[src/hdl/olm_pkg.sv]
// ----------------------------------------------------------------------------
// olm_pkg
// Shared types and constants of the overlap luminance error block: register
// indexes and reset values, datapath widths, step limits and the sequencer states.
// ----------------------------------------------------------------------------
`default_nettype none

package olm_pkg;

  localparam int unsigned CH_W   = 8;   // color channel width
  localparam int unsigned DIF_W  = 9;   // signed channel difference
  localparam int unsigned PP_W   = 11;  // sum of three selected differences
  localparam int unsigned WGT_W  = 16;  // luminance weight, Q0.16
  localparam int unsigned LUM_W  = 27;  // signed weighted luminance, Q.16
  localparam int unsigned MAG_W  = 16;  // luminance magnitude, Q8.8
  localparam int unsigned SQ_W   = 32;  // squared magnitude, Q16.16
  localparam int unsigned SUM_W  = 48;  // error sum
  localparam int unsigned OUT_W  = 32;  // mse result, Q16.16
  localparam int unsigned CFG_W  = 16;  // configuration data
  localparam int unsigned IDX_W  = 3;   // configuration index
  localparam int unsigned STEP_W = 6;   // step counter, holds SUM_W - 1

  localparam logic [IDX_W-1:0] REG_TILE_W  = 3'd0;
  localparam logic [IDX_W-1:0] REG_TILE_H  = 3'd1;
  localparam logic [IDX_W-1:0] REG_SEAM_W  = 3'd2;
  localparam logic [IDX_W-1:0] REG_SEAM_H  = 3'd3;
  localparam logic [IDX_W-1:0] REG_WGT_R   = 3'd4;
  localparam logic [IDX_W-1:0] REG_WGT_G   = 3'd5;
  localparam logic [IDX_W-1:0] REG_WGT_B   = 3'd6;

  localparam logic [CH_W-1:0]  RST_TILE    = 8'd32;
  localparam logic [CH_W-1:0]  RST_SEAM    = 8'd6;
  localparam logic [WGT_W-1:0] RST_WGT_R   = 16'd19595;
  localparam logic [WGT_W-1:0] RST_WGT_G   = 16'd38470;
  localparam logic [WGT_W-1:0] RST_WGT_B   = 16'd7471;

  localparam logic [STEP_W-1:0] LUM_LAST   = 6'(WGT_W - 1);
  localparam logic [STEP_W-1:0] SQR_LAST   = 6'(MAG_W - 1);
  localparam logic [STEP_W-1:0] DIV_LAST   = 6'(SUM_W - 1);

  typedef enum logic [6:0] {
    ST_IDLE = 7'b0000001,
    ST_LUM  = 7'b0000010,
    ST_MAG  = 7'b0000100,
    ST_SQR  = 7'b0001000,
    ST_ACC  = 7'b0010000,
    ST_DIV  = 7'b0100000,
    ST_HOLD = 7'b1000000
  } state_e;

endpackage

`default_nettype wire

[src/hdl/overlap_luma_mse.sv]
// ----------------------------------------------------------------------------
// overlap_luma_mse
// Mean squared luminance error over the overlap band of one candidate tile.
// ----------------------------------------------------------------------------
// Pixel pairs arrive in raster order; the block tracks column and row itself
// and emits one mse transfer after the last pixel of each tile. A pixel
// outside the overlap goes from idle straight to accumulation. A pixel in the
// overlap passes through the bit-serial weighted luminance (one weight bit per
// cycle), rounding, the bit-serial square and accumulation. The last pixel of
// a tile adds restoring division (one quotient bit per cycle) and the load of
// the output register, which waits while an earlier result is stalled.
// The output register lets the next tile start while a result waits. A write
// to any defined register restarts the current tile.
// ----------------------------------------------------------------------------
`default_nettype none

module overlap_luma_mse #(
  parameter int unsigned MAX_TILE_DIM = 128
) (
  input  wire logic                      clk_i,
  input  wire logic                      rst_ni,
  input  wire logic                      cfg_we_i,
  input  wire logic [olm_pkg::IDX_W-1:0] cfg_idx_i,
  input  wire logic [olm_pkg::CFG_W-1:0] cfg_data_i,
  input  wire logic                      in_valid_i,
  output logic                           in_stall_o,
  input  wire logic [olm_pkg::CH_W-1:0]  src_red_i,
  input  wire logic [olm_pkg::CH_W-1:0]  src_green_i,
  input  wire logic [olm_pkg::CH_W-1:0]  src_blue_i,
  input  wire logic [olm_pkg::CH_W-1:0]  tgt_red_i,
  input  wire logic [olm_pkg::CH_W-1:0]  tgt_green_i,
  input  wire logic [olm_pkg::CH_W-1:0]  tgt_blue_i,
  input  wire logic                      left_overlap_i,
  input  wire logic                      top_overlap_i,
  output logic                           out_valid_o,
  input  wire logic                      out_stall_i,
  output logic [olm_pkg::OUT_W-1:0]      mse_o
);

  localparam int unsigned CNT_W = $clog2(MAX_TILE_DIM);
  localparam int unsigned DIM_W = $clog2(MAX_TILE_DIM + 1);
  localparam int unsigned EXT_W = (DIM_W > olm_pkg::CH_W) ? DIM_W : olm_pkg::CH_W;
  localparam int unsigned OVL_W = $clog2(MAX_TILE_DIM * MAX_TILE_DIM + 1);
  localparam logic [EXT_W-1:0] MAX_DIM = EXT_W'(MAX_TILE_DIM);
  localparam logic [EXT_W-1:0] ONE_DIM = EXT_W'(1);

  // configuration
  logic [olm_pkg::CH_W-1:0]  tile_w_q, tile_h_q, seam_w_q, seam_h_q;
  logic [olm_pkg::WGT_W-1:0] wgt_r_q, wgt_g_q, wgt_b_q;
  logic                      cfg_hit;

  // control
  olm_pkg::state_e           state_q, state_d;
  logic [olm_pkg::STEP_W-1:0] step_q, step_d;
  logic [CNT_W-1:0]          col_q, col_d, row_q, row_d;
  logic [OVL_W-1:0]          ovl_q, ovl_d;
  logic [olm_pkg::SUM_W-1:0] sum_q, sum_d;
  logic                      out_valid_q, out_valid_d;
  logic                      keep_q, keep_d;
  logic                      zero_q, zero_d;

  // datapath
  logic signed [olm_pkg::DIF_W-1:0] dr_q, dg_q, db_q, dr_d, dg_d, db_d;
  logic [olm_pkg::WGT_W-1:0] wsr_r_q, wsr_g_q, wsr_b_q, wsr_r_d, wsr_g_d, wsr_b_d;
  logic signed [olm_pkg::LUM_W-1:0] lum_q, lum_d;
  logic [olm_pkg::MAG_W-1:0] mag_q, mag_d, mplr_q, mplr_d;
  logic [olm_pkg::SQ_W-1:0]  sq_q, sq_d;
  logic [olm_pkg::SUM_W-1:0] dq_q, dq_d;
  logic [OVL_W-1:0]          div_q, div_d, rem_q, rem_d;
  logic [olm_pkg::OUT_W-1:0] out_q, out_d;

  // effective dimensions
  logic [EXT_W-1:0] tw, th, sw, sh, tw_raw, th_raw, sw_raw, sh_raw;
  logic [EXT_W-1:0] col_next, row_next;
  logic             keep_in, in_acc, out_free, tile_end;

  logic signed [olm_pkg::PP_W-1:0]  part;
  logic [olm_pkg::LUM_W-1:0]        mag_sel, mag_rnd;
  logic [olm_pkg::SUM_W:0]          sum_add;
  logic [olm_pkg::SUM_W-1:0]        sum_new;
  logic [OVL_W-1:0]                 ovl_new;
  logic [OVL_W:0]                   rem_try;
  logic                             rem_ge;

  always_comb begin
    tw_raw = EXT_W'(tile_w_q);
    th_raw = EXT_W'(tile_h_q);
    sw_raw = EXT_W'(seam_w_q);
    sh_raw = EXT_W'(seam_h_q);
    tw = (tw_raw == '0) ? ONE_DIM : ((tw_raw > MAX_DIM) ? MAX_DIM : tw_raw);
    th = (th_raw == '0) ? ONE_DIM : ((th_raw > MAX_DIM) ? MAX_DIM : th_raw);
    sw = (sw_raw == '0) ? ONE_DIM : ((sw_raw > tw) ? tw : sw_raw);
    sh = (sh_raw == '0) ? ONE_DIM : ((sh_raw > th) ? th : sh_raw);
  end

  assign keep_in  = (left_overlap_i && (EXT_W'(col_q) < sw)) ||
                    (top_overlap_i && (EXT_W'(row_q) < sh));
  assign in_stall_o = (state_q != olm_pkg::ST_IDLE);
  assign in_acc   = in_valid_i && (state_q == olm_pkg::ST_IDLE);
  assign out_free = !out_valid_q || !out_stall_i;
  assign col_next = EXT_W'(col_q) + ONE_DIM;
  assign row_next = EXT_W'(row_q) + ONE_DIM;
  assign tile_end = (col_next >= tw) && (row_next >= th);

  assign cfg_hit = cfg_we_i &&
                   (cfg_idx_i inside {olm_pkg::REG_TILE_W, olm_pkg::REG_TILE_H,
                                      olm_pkg::REG_SEAM_W, olm_pkg::REG_SEAM_H,
                                      olm_pkg::REG_WGT_R, olm_pkg::REG_WGT_G,
                                      olm_pkg::REG_WGT_B});

  // one weight bit per cycle, msb first
  always_comb begin
    part = '0;
    if (wsr_r_q[olm_pkg::WGT_W-1]) part = part + olm_pkg::PP_W'(dr_q);
    if (wsr_g_q[olm_pkg::WGT_W-1]) part = part + olm_pkg::PP_W'(dg_q);
    if (wsr_b_q[olm_pkg::WGT_W-1]) part = part + olm_pkg::PP_W'(db_q);
  end

  // round half up on the magnitude
  assign mag_sel = lum_q[olm_pkg::LUM_W-1] ? ~lum_q : lum_q;
  assign mag_rnd = mag_sel + (lum_q[olm_pkg::LUM_W-1] ? olm_pkg::LUM_W'(129)
                                                      : olm_pkg::LUM_W'(128));

  assign sum_add = {1'b0, sum_q} + {{(olm_pkg::SUM_W-olm_pkg::SQ_W+1){1'b0}}, sq_q};
  assign sum_new = !keep_q ? sum_q :
                   (sum_add[olm_pkg::SUM_W] ? {olm_pkg::SUM_W{1'b1}}
                                            : sum_add[olm_pkg::SUM_W-1:0]);
  assign ovl_new = keep_q ? ovl_q + OVL_W'(1) : ovl_q;

  assign rem_try = {rem_q, dq_q[olm_pkg::SUM_W-1]};
  assign rem_ge  = (rem_try >= {1'b0, div_q});

  always_comb begin
    state_d     = state_q;
    step_d      = step_q;
    col_d       = col_q;
    row_d       = row_q;
    ovl_d       = ovl_q;
    sum_d       = sum_q;
    out_valid_d = out_valid_q && out_stall_i;
    keep_d      = keep_q;
    zero_d      = zero_q;
    dr_d        = dr_q;
    dg_d        = dg_q;
    db_d        = db_q;
    wsr_r_d     = wsr_r_q;
    wsr_g_d     = wsr_g_q;
    wsr_b_d     = wsr_b_q;
    lum_d       = lum_q;
    mag_d       = mag_q;
    mplr_d      = mplr_q;
    sq_d        = sq_q;
    dq_d        = dq_q;
    div_d       = div_q;
    rem_d       = rem_q;
    out_d       = out_q;

    case (state_q)
      olm_pkg::ST_IDLE: begin
        if (in_acc) begin
          keep_d  = keep_in;
          dr_d    = $signed({1'b0, src_red_i}) - $signed({1'b0, tgt_red_i});
          dg_d    = $signed({1'b0, src_green_i}) - $signed({1'b0, tgt_green_i});
          db_d    = $signed({1'b0, src_blue_i}) - $signed({1'b0, tgt_blue_i});
          wsr_r_d = wgt_r_q;
          wsr_g_d = wgt_g_q;
          wsr_b_d = wgt_b_q;
          lum_d   = '0;
          step_d  = '0;
          state_d = keep_in ? olm_pkg::ST_LUM : olm_pkg::ST_ACC;
        end
      end
      olm_pkg::ST_LUM: begin
        lum_d   = (lum_q <<< 1) + olm_pkg::LUM_W'(part);
        wsr_r_d = wsr_r_q << 1;
        wsr_g_d = wsr_g_q << 1;
        wsr_b_d = wsr_b_q << 1;
        step_d  = step_q + 1'b1;
        if (step_q == olm_pkg::LUM_LAST) begin
          state_d = olm_pkg::ST_MAG;
        end
      end
      olm_pkg::ST_MAG: begin
        if (mag_rnd[olm_pkg::LUM_W-1:olm_pkg::MAG_W+8] != '0) begin
          mag_d = {olm_pkg::MAG_W{1'b1}};
        end else begin
          mag_d = mag_rnd[olm_pkg::MAG_W+7:8];
        end
        mplr_d  = mag_d;
        sq_d    = '0;
        step_d  = '0;
        state_d = olm_pkg::ST_SQR;
      end
      olm_pkg::ST_SQR: begin
        sq_d   = (sq_q << 1) +
                 (mplr_q[olm_pkg::MAG_W-1] ? olm_pkg::SQ_W'(mag_q) : '0);
        mplr_d = mplr_q << 1;
        step_d = step_q + 1'b1;
        if (step_q == olm_pkg::SQR_LAST) begin
          state_d = olm_pkg::ST_ACC;
        end
      end
      olm_pkg::ST_ACC: begin
        if (tile_end) begin
          dq_d    = sum_new;
          div_d   = ovl_new;
          zero_d  = (ovl_new == '0);
          rem_d   = '0;
          step_d  = '0;
          sum_d   = '0;
          ovl_d   = '0;
          col_d   = '0;
          row_d   = '0;
          state_d = olm_pkg::ST_DIV;
        end else begin
          sum_d = sum_new;
          ovl_d = ovl_new;
          if (col_next >= tw) begin
            col_d = '0;
            row_d = row_q + 1'b1;
          end else begin
            col_d = col_q + 1'b1;
          end
          state_d = olm_pkg::ST_IDLE;
        end
      end
      olm_pkg::ST_DIV: begin
        rem_d  = rem_ge ? OVL_W'(rem_try - {1'b0, div_q}) : rem_try[OVL_W-1:0];
        dq_d   = {dq_q[olm_pkg::SUM_W-2:0], rem_ge};
        step_d = step_q + 1'b1;
        if (step_q == olm_pkg::DIV_LAST) begin
          state_d = olm_pkg::ST_HOLD;
        end
      end
      olm_pkg::ST_HOLD: begin
        if (out_free) begin
          if (zero_q) begin
            out_d = '0;
          end else if (dq_q[olm_pkg::SUM_W-1:olm_pkg::OUT_W] != '0) begin
            out_d = {olm_pkg::OUT_W{1'b1}};
          end else begin
            out_d = dq_q[olm_pkg::OUT_W-1:0];
          end
          out_valid_d = 1'b1;
          state_d     = olm_pkg::ST_IDLE;
        end
      end
      default: begin
        state_d = olm_pkg::ST_IDLE;
      end
    endcase

    // a register write restarts the tile
    if (cfg_hit) begin
      sum_d = '0;
      ovl_d = '0;
      col_d = '0;
      row_d = '0;
    end
  end

  always_ff @(posedge clk_i or negedge rst_ni) begin
    if (!rst_ni) begin
      tile_w_q <= olm_pkg::RST_TILE;
      tile_h_q <= olm_pkg::RST_TILE;
      seam_w_q <= olm_pkg::RST_SEAM;
      seam_h_q <= olm_pkg::RST_SEAM;
      wgt_r_q  <= olm_pkg::RST_WGT_R;
      wgt_g_q  <= olm_pkg::RST_WGT_G;
      wgt_b_q  <= olm_pkg::RST_WGT_B;
    end else if (cfg_we_i) begin
      case (cfg_idx_i)
        olm_pkg::REG_TILE_W: tile_w_q <= cfg_data_i[olm_pkg::CH_W-1:0];
        olm_pkg::REG_TILE_H: tile_h_q <= cfg_data_i[olm_pkg::CH_W-1:0];
        olm_pkg::REG_SEAM_W: seam_w_q <= cfg_data_i[olm_pkg::CH_W-1:0];
        olm_pkg::REG_SEAM_H: seam_h_q <= cfg_data_i[olm_pkg::CH_W-1:0];
        olm_pkg::REG_WGT_R:  wgt_r_q  <= cfg_data_i;
        olm_pkg::REG_WGT_G:  wgt_g_q  <= cfg_data_i;
        olm_pkg::REG_WGT_B:  wgt_b_q  <= cfg_data_i;
        default: ;
      endcase
    end
  end

  always_ff @(posedge clk_i or negedge rst_ni) begin
    if (!rst_ni) begin
      state_q     <= olm_pkg::ST_IDLE;
      step_q      <= '0;
      col_q       <= '0;
      row_q       <= '0;
      ovl_q       <= '0;
      sum_q       <= '0;
      out_valid_q <= 1'b0;
      keep_q      <= 1'b0;
      zero_q      <= 1'b0;
    end else begin
      state_q     <= state_d;
      step_q      <= step_d;
      col_q       <= col_d;
      row_q       <= row_d;
      ovl_q       <= ovl_d;
      sum_q       <= sum_d;
      out_valid_q <= out_valid_d;
      keep_q      <= keep_d;
      zero_q      <= zero_d;
    end
  end

  always_ff @(posedge clk_i) begin
    dr_q    <= dr_d;
    dg_q    <= dg_d;
    db_q    <= db_d;
    wsr_r_q <= wsr_r_d;
    wsr_g_q <= wsr_g_d;
    wsr_b_q <= wsr_b_d;
    lum_q   <= lum_d;
    mag_q   <= mag_d;
    mplr_q  <= mplr_d;
    sq_q    <= sq_d;
    dq_q    <= dq_d;
    div_q   <= div_d;
    rem_q   <= rem_d;
    out_q   <= out_d;
  end

  assign out_valid_o = out_valid_q;
  assign mse_o       = out_q;

endmodule

`default_nettype wire

[config.mk]
export PLATFORM = sky130hd
export DESIGN_NAME = overlap_luma_mse
export DESIGN_NICKNAME = d
export VERILOG_FILES = /design/src/hdl/olm_pkg.sv /design/src/hdl/overlap_luma_mse.sv
export SDC_FILE = /design/constraint.sdc
export NUM_CORES = 1
export LEC_CHECK = 0
export ABC_AREA = 1
export BUFFER_PORTS_ARGS = -buffer_cell sky130_fd_sc_hd__clkbuf_2
export CORE_ASPECT_RATIO = 1.25
export CORE_UTILIZATION = 32
export DETAILED_ROUTE_END_ITERATION = 6
export GPL_TIMING_DRIVEN = 0
export PLACE_DENSITY = 0.54
export SLEW_MARGIN = 20
export SYNTH_ARGS = -nofsm -noshare
export SYNTH_HDL_FRONTEND = slang
export SYNTH_SLANG_ARGS = --single-unit
export TNS_END_PERCENT = 30
[constraint.sdc]
create_clock -name clk_i -period 5.9 [get_ports clk_i]
set_input_delay 1.18 -clock clk_i [delete_from_list [all_inputs] [get_ports clk_i]]
set_output_delay 1.18 -clock clk_i [all_outputs]
set_load 0.05 [all_outputs]
Word level (Yosys, flattened, before mapping):

Index checks and enable logic that the tools add are counted.

* flip-flop bits (word level): 449
* latch bits: 0
* bits in writable memories: 0
* memory bits (read-only): 0
* input bits: 74
* output and inout port bits: 34
* word-level logic and storage cells: 180
* memories kept: 0

* $add $sub $neg: 16
* multipliers: 0
* div/mod/pow operators: 0
* $lt $le $gt $ge: 9
* eq/ne operators: 22
* shift-type cells: 0
* muxes and demuxes: 61
* bitwise gates (word level): 1
* reductions and logical operators: 41

Operators with widths (number)
* two-way mux 48 bit: 6
* case mux 16 bit (2 select lines): 4
* case mux 48 bit (2 select lines): 1
* two-way mux 7 bit: 13
* two-way mux 15 bit: 6
* two-way mux 16 bit: 5
* two-way mux 8 bit: 8
* case mux 32 bit (2 select lines): 1
* two-way mux 27 bit: 2
* case mux 27 bit (2 select lines): 1
* adder 48 x 32 -> 49 bit: 1
* case mux 7 bit (7 select lines): 1
* two-way mux 11 bit: 3
* adder 32 x 16 -> 32 bit: 1
* zero test 8 bit: 4
* two-way mux 32 bit: 1
* case mux 15 bit (2 select lines): 1
* adder 27 x 11 -> 27 bit: 1
* adder 27 x 8 -> 27 bit: 1
* NOT 27 bit: 1
* subtractor 8 x 8 -> 9 bit: 3
* AND reduction 2 bit: 13
* case mux 6 bit (4 select lines): 1
* adder 11 x 9 -> 11 bit: 2
* 40 further kinds: 69

Depth between registers and ports, before layout:

* word-level depth: 12
* depth in mapped cells: 36

Least setup slack after synthesis:

No wires, ideal clock.

* kind: register to register
* start: register state_q[4]
* end: register lum_q[0] (netlist name), enable pin
* arrival: 5118 ps
* required time: 5367 ps
* setup slack: 249 ps
* cell stages (with the launch flop): 7
* buffers on the path: 1
* cells stage by stage: dfrtp_1 > nor2_1 > nand2_1 > nor4_1 > inv_1 > clkbuf_1 > a21oi_1

* word-level cells in the longest chain between the ends: 4
* elaborated cells on any way between the ends: 6
* classes of those cells: eq/ne (3); reduce/logical (3)

RTL lines
* from (decl): RTL line overlap_luma_mse.sv:53 `olm_pkg::state_e state_q, state_d;`
* from (signal assigned): RTL line overlap_luma_mse.sv:287 `state_q <= olm_pkg::ST_IDLE;`
* from (signal assigned): RTL line overlap_luma_mse.sv:297 `state_q <= state_d;`
* == test 7 x 1 -> 1 bit: RTL line overlap_luma_mse.sv:99, overlap_luma_mse.sv:158
* logical AND 1 bit: RTL line overlap_luma_mse.sv:99 `assign in_acc = in_valid_i && (state_q == olm_pkg::ST_IDLE);`
* inequality test 2 bit (no line)
* AND reduction 2 bit (no line) (*)
* to (signal assigned): RTL line overlap_luma_mse.sv:316 `lum_q <= lum_d;`
* to (decl): RTL line overlap_luma_mse.sv:65 `logic signed [olm_pkg::LUM_W-1:0] lum_q, lum_d;`

Every way passes the cells marked *; elsewhere a longest branch is shown, timed or not.
A chain may end at the register's enable or synchronous reset.

Worst setup path after layout:

* start: register wsr_r_q[15] (netlist name)
* end: register lum_q[25] (netlist name) (data pin)

* word-level cells in the longest chain between the ends: 7

RTL lines
* from (decl): RTL line overlap_luma_mse.sv:64 `logic [olm_pkg::WGT_W-1:0] wsr_r_q, wsr_g_q, wsr_b_q, wsr_r_d, wsr_g_d, wsr_b_d;`
* from (signal assigned): RTL line overlap_luma_mse.sv:313 `wsr_r_q <= wsr_r_d;`
* two-way mux 11 bit (*): RTL line overlap_luma_mse.sv:114 `if (wsr_r_q[olm_pkg::WGT_W-1]) part = part + olm_pkg::PP_W'(dr_q);`
* adder 11 x 9 -> 11 bit: RTL line overlap_luma_mse.sv:115 `if (wsr_g_q[olm_pkg::WGT_W-1]) part = part + olm_pkg::PP_W'(dg_q);`
* two-way mux 11 bit (*): RTL line overlap_luma_mse.sv:115
* adder 11 x 9 -> 11 bit: RTL line overlap_luma_mse.sv:116 `if (wsr_b_q[olm_pkg::WGT_W-1]) part = part + olm_pkg::PP_W'(db_q);`
* two-way mux 11 bit (*): RTL line overlap_luma_mse.sv:116
* adder 27 x 11 -> 27 bit (*): RTL line overlap_luma_mse.sv:174 `lum_d = (lum_q <<< 1) + olm_pkg::LUM_W'(part);`
* case mux 27 bit (2 select lines) (*): RTL line overlap_luma_mse.sv:158 `case (state_q)`

Marks and branches as above.

==> metrics <==
Initial Util 32.3%; Peak Freq 185 MHz; flops & latches, synth 449; largest net degree at the start of global routing 82; Req. time, crit path 6.26 ns; CTS Hold Bufs 0; Worst Path Arrival about 5.8 ns; CP peak stage delay 0.38 ns; post-route ant nets 0; number of global-route vias before repair between 20,000 and 25,000; # port buffers approximately 110; RSZ-0062 raised after global routing no; register area share after synthesis 45.7%; DR vias 22,500; initial DRC count 1,223; Final min period ~5.4 ns; DIE AREA 87,800 um^2; post-route design area 32,100 um^2; Synth Instances 3,335; CTS sink cnt roughly 450; Clock Skews 0.0273 ns; Syn Nets 3,594; status completed; EDFF count, synth approximately 280; Pwr Density 456 nW/um^2; Top delay family on crit path simple AND/OR/NAND/NOR gates; initial antenna violation count 1; Final nets 3,770; Area Overhead vs Synth 15.9%; CP max stage cell fa_1; Worst-path clk slew 0.07 ns; top post-synthesis cells by area edfxtp_1 30%, dfrtp_1 13%, nand2_1 12%; endpoints failing hold 0; Die Width 265 um; Worst Hold Class in -> async; most frequent cells after synthesis 871 x nand2_1, 436 x inv_1, 305 x o21ai_0, 276 x edfxtp_1, 215 x a21oi_1; top-count cell post-synth nand2_1; std cell rows 120; FF-to-FF Start wsr_r_q[15]$_DFFE_PP_; Worst Tran Pin Value 0.944 ns; WHS 0.441 ns; top_reg_cell synth edfxtp_1; final period utilization 91.8%; CTS tree built; critical path class reg -> reg; total CTS buffers 51; Avg WL per Cell roughly 15 um; n_diodes 0; fraction of registers with async set/reset roughly two fifths; crit path from wsr_r_q[15]$_DFFE_PP_; crit-path max FO 9; Syn. warnings 0; hpwl dp between 50,000 and 60,000 um; Slew Limit Headroom between 30% and 40%; Setup Viol. Count Final 0; RD Place Congestion between 0.9 and 1; biggest area consumer among synthesized cells edfxtp_1; crit start category flop; first-pass GRT wire length around 120,000 um; placed instance area 30,000 um^2; Max-Cap Viols 0; GRT overflow 0; CTS max path bufs 3; final wirelength 72,800 um; All-Layer GR Usage around 17%; clk_lat worst skew 0.62 ns; CTS Root Cell clkbuf_16; Buf/Inv on CP 5; vias per cell 4.77; I/O pin cnt ~110; CP Capture Type flop; Die Y roughly 330 um; Mapped Area 27,700 um^2; H-tree Lvls 2; LEAKAGE 0.0141 uW; Yosys top cell area share around 30%; Avg Cell Area, Syn 8.31 um^2; drt pass-1 iters 6; Final Max Tran Viols 0; Core Region 85,700 um^2; layout cell share with drive strength beyond 1 9.82%; Max rail drop VDD 0.293 mV; filler instances 8,863; Unique masters post-synth 60; DRC Markers 0
==> what timing repair did <==
item | 4_1_cts | 5_1_grt
pin swaps | 0 | 5
endpoints found under the setup margin | 14 | 14
gates resized for setup | 10 | 38
setup buffers | 0 | 4
gates cloned | 0 | 1
==> stage by stage <==
| stage | util [%] | power, uW | setup TNS (ns) | instances | setup slack (ns) |
|---|---|---|---|---|---|
| 2_1_floorplan | - | 9050 | 0 | 3335 | 0.249 |
| 3_5_place_dp | 35.0 | 10800 | -6.20 | 4612 | -0.936 |
| 6_report | 37.5 | 14600 | 0 | 4713 | 0.485 |
| 3_3_place_gp | 34.6 | 10300 | -268.51 | 4601 | -3.10 |
| 4_1_cts | 37.2 | 14400 | 0 | 4708 | 0.0345 |
| 5_1_grt | 37.5 | 15800 | 0 | 4713 | 0.00268 |
==> metal layers <==
| metal | vias up | global-route usage [%] | routed length [um] |
|---|---|---|---|
| met1 | 10400 | 19.6 | 31100 |
| met3 | 101 | 1.89 | 2180 |
| met4 | 2 | 4.74 | 1890 |
| met5 | - | 0 | 13 |
| li1 | 11600 | - | - |
| met2 | 368 | 31.4 | 37600 |
==> power by group <==
group / internal, uW / switching [uW] / total (uW) / leakage (uW)
combinational: 2390 / 4270 / 6660 / 0.00848
sequential: 4230 / 357 / 4590 / 0.00476
clock: 1990 / 1390 / 3380 / 0.000894
total: 8620 / 6010 / 14600 / 0.0141
==> logic make-up (layout without fill, tap and decap cells) <==
kind of cell / Yosys count / count (layout) / share of synthesized area (%)
AOI/OAI and AO/OA: 720 / 720 / 14.7
adders and majority gates: 185 / 185 / 8.60
DFF: 449 / 449 / 45.7
and+or+nand+nor: 1340 / 1341 / 20.0
xor gates and xnor gates: 116 / 116 / 3.69
buffers and inverters: 525 / 743 / 7.37
==> area by class of cell <==
class | instances | area (um^2) | share of cell area, %
repair buffers | 122 | 817 | 2.54
clock inverters | 23 | 243 | 0.756
flip-flops and latches | 449 | 12700 | 39.4
inverters | 438 | 1650 | 5.13
plain buffers | 87 | 397 | 1.24
multi-input cells | 2362 | 13300 | 41.5
well taps | 1159 | 1450 | 4.52
clock buffers | 73 | 1560 | 4.87
==> registers in the layout, summed over array words and instances (netlist names), 15 cells and up <==
name	flops
ovl_q	15
wgt_r_q	16
wgt_g_q	16
wgt_b_q	16
div_q	15
mplr_q	16
mse_o	32
wsr_r_q	16
wsr_b_q	16
sum_q	48
wsr_g_q	16
rem_q	15
lum_q	27
mag_q	16
dq_q	48
sq_q	32
==> cell usage in the layout (no fill, tap or decap), types with 40 or more instances in the layout <==
| master | netlist | layout |
|---|---|---|
| o21ai_1 | 52 | 58 |
| clkbuf_1 | 68 | 74 |
| clkbuf_16 | 0 | 55 |
| clkbuf_2 | 1 | 107 |
| dfrtp_1 | 143 | 143 |
| o21ai_0 | 305 | 298 |
| a21oi_1 | 215 | 208 |
| ha_1 | 176 | 165 |
| inv_1 | 436 | 436 |
| nand3_1 | 118 | 116 |
| nand2_1 | 871 | 867 |
| edfxtp_1 | 276 | 276 |
| xnor2_1 | 40 | 40 |
| xor2_1 | 75 | 75 |
| nor2_1 | 214 | 209 |
==> final timing paths <==
path                       cells past startpoint                       to  slack [ns]
setup / recovery                              31  lum_q[25]$_SDFFCE_PN0P_        0.48
hold / removal                                 1   wgt_r_q[9]$_DFFE_PN0P_        0.44
setup reg to reg                              31  lum_q[25]$_SDFFCE_PN0P_        0.48
hold reg to reg                                2   wgt_b_q[9]$_DFFE_PN0P_        0.48
max in group asynchronous                      3    sum_q[22]$_DFFE_PN0P_        4.37
min in group clk_i                             2   wgt_b_q[9]$_DFFE_PN0P_        0.48
Note: power is estimated with default switching activity, not from simulation.
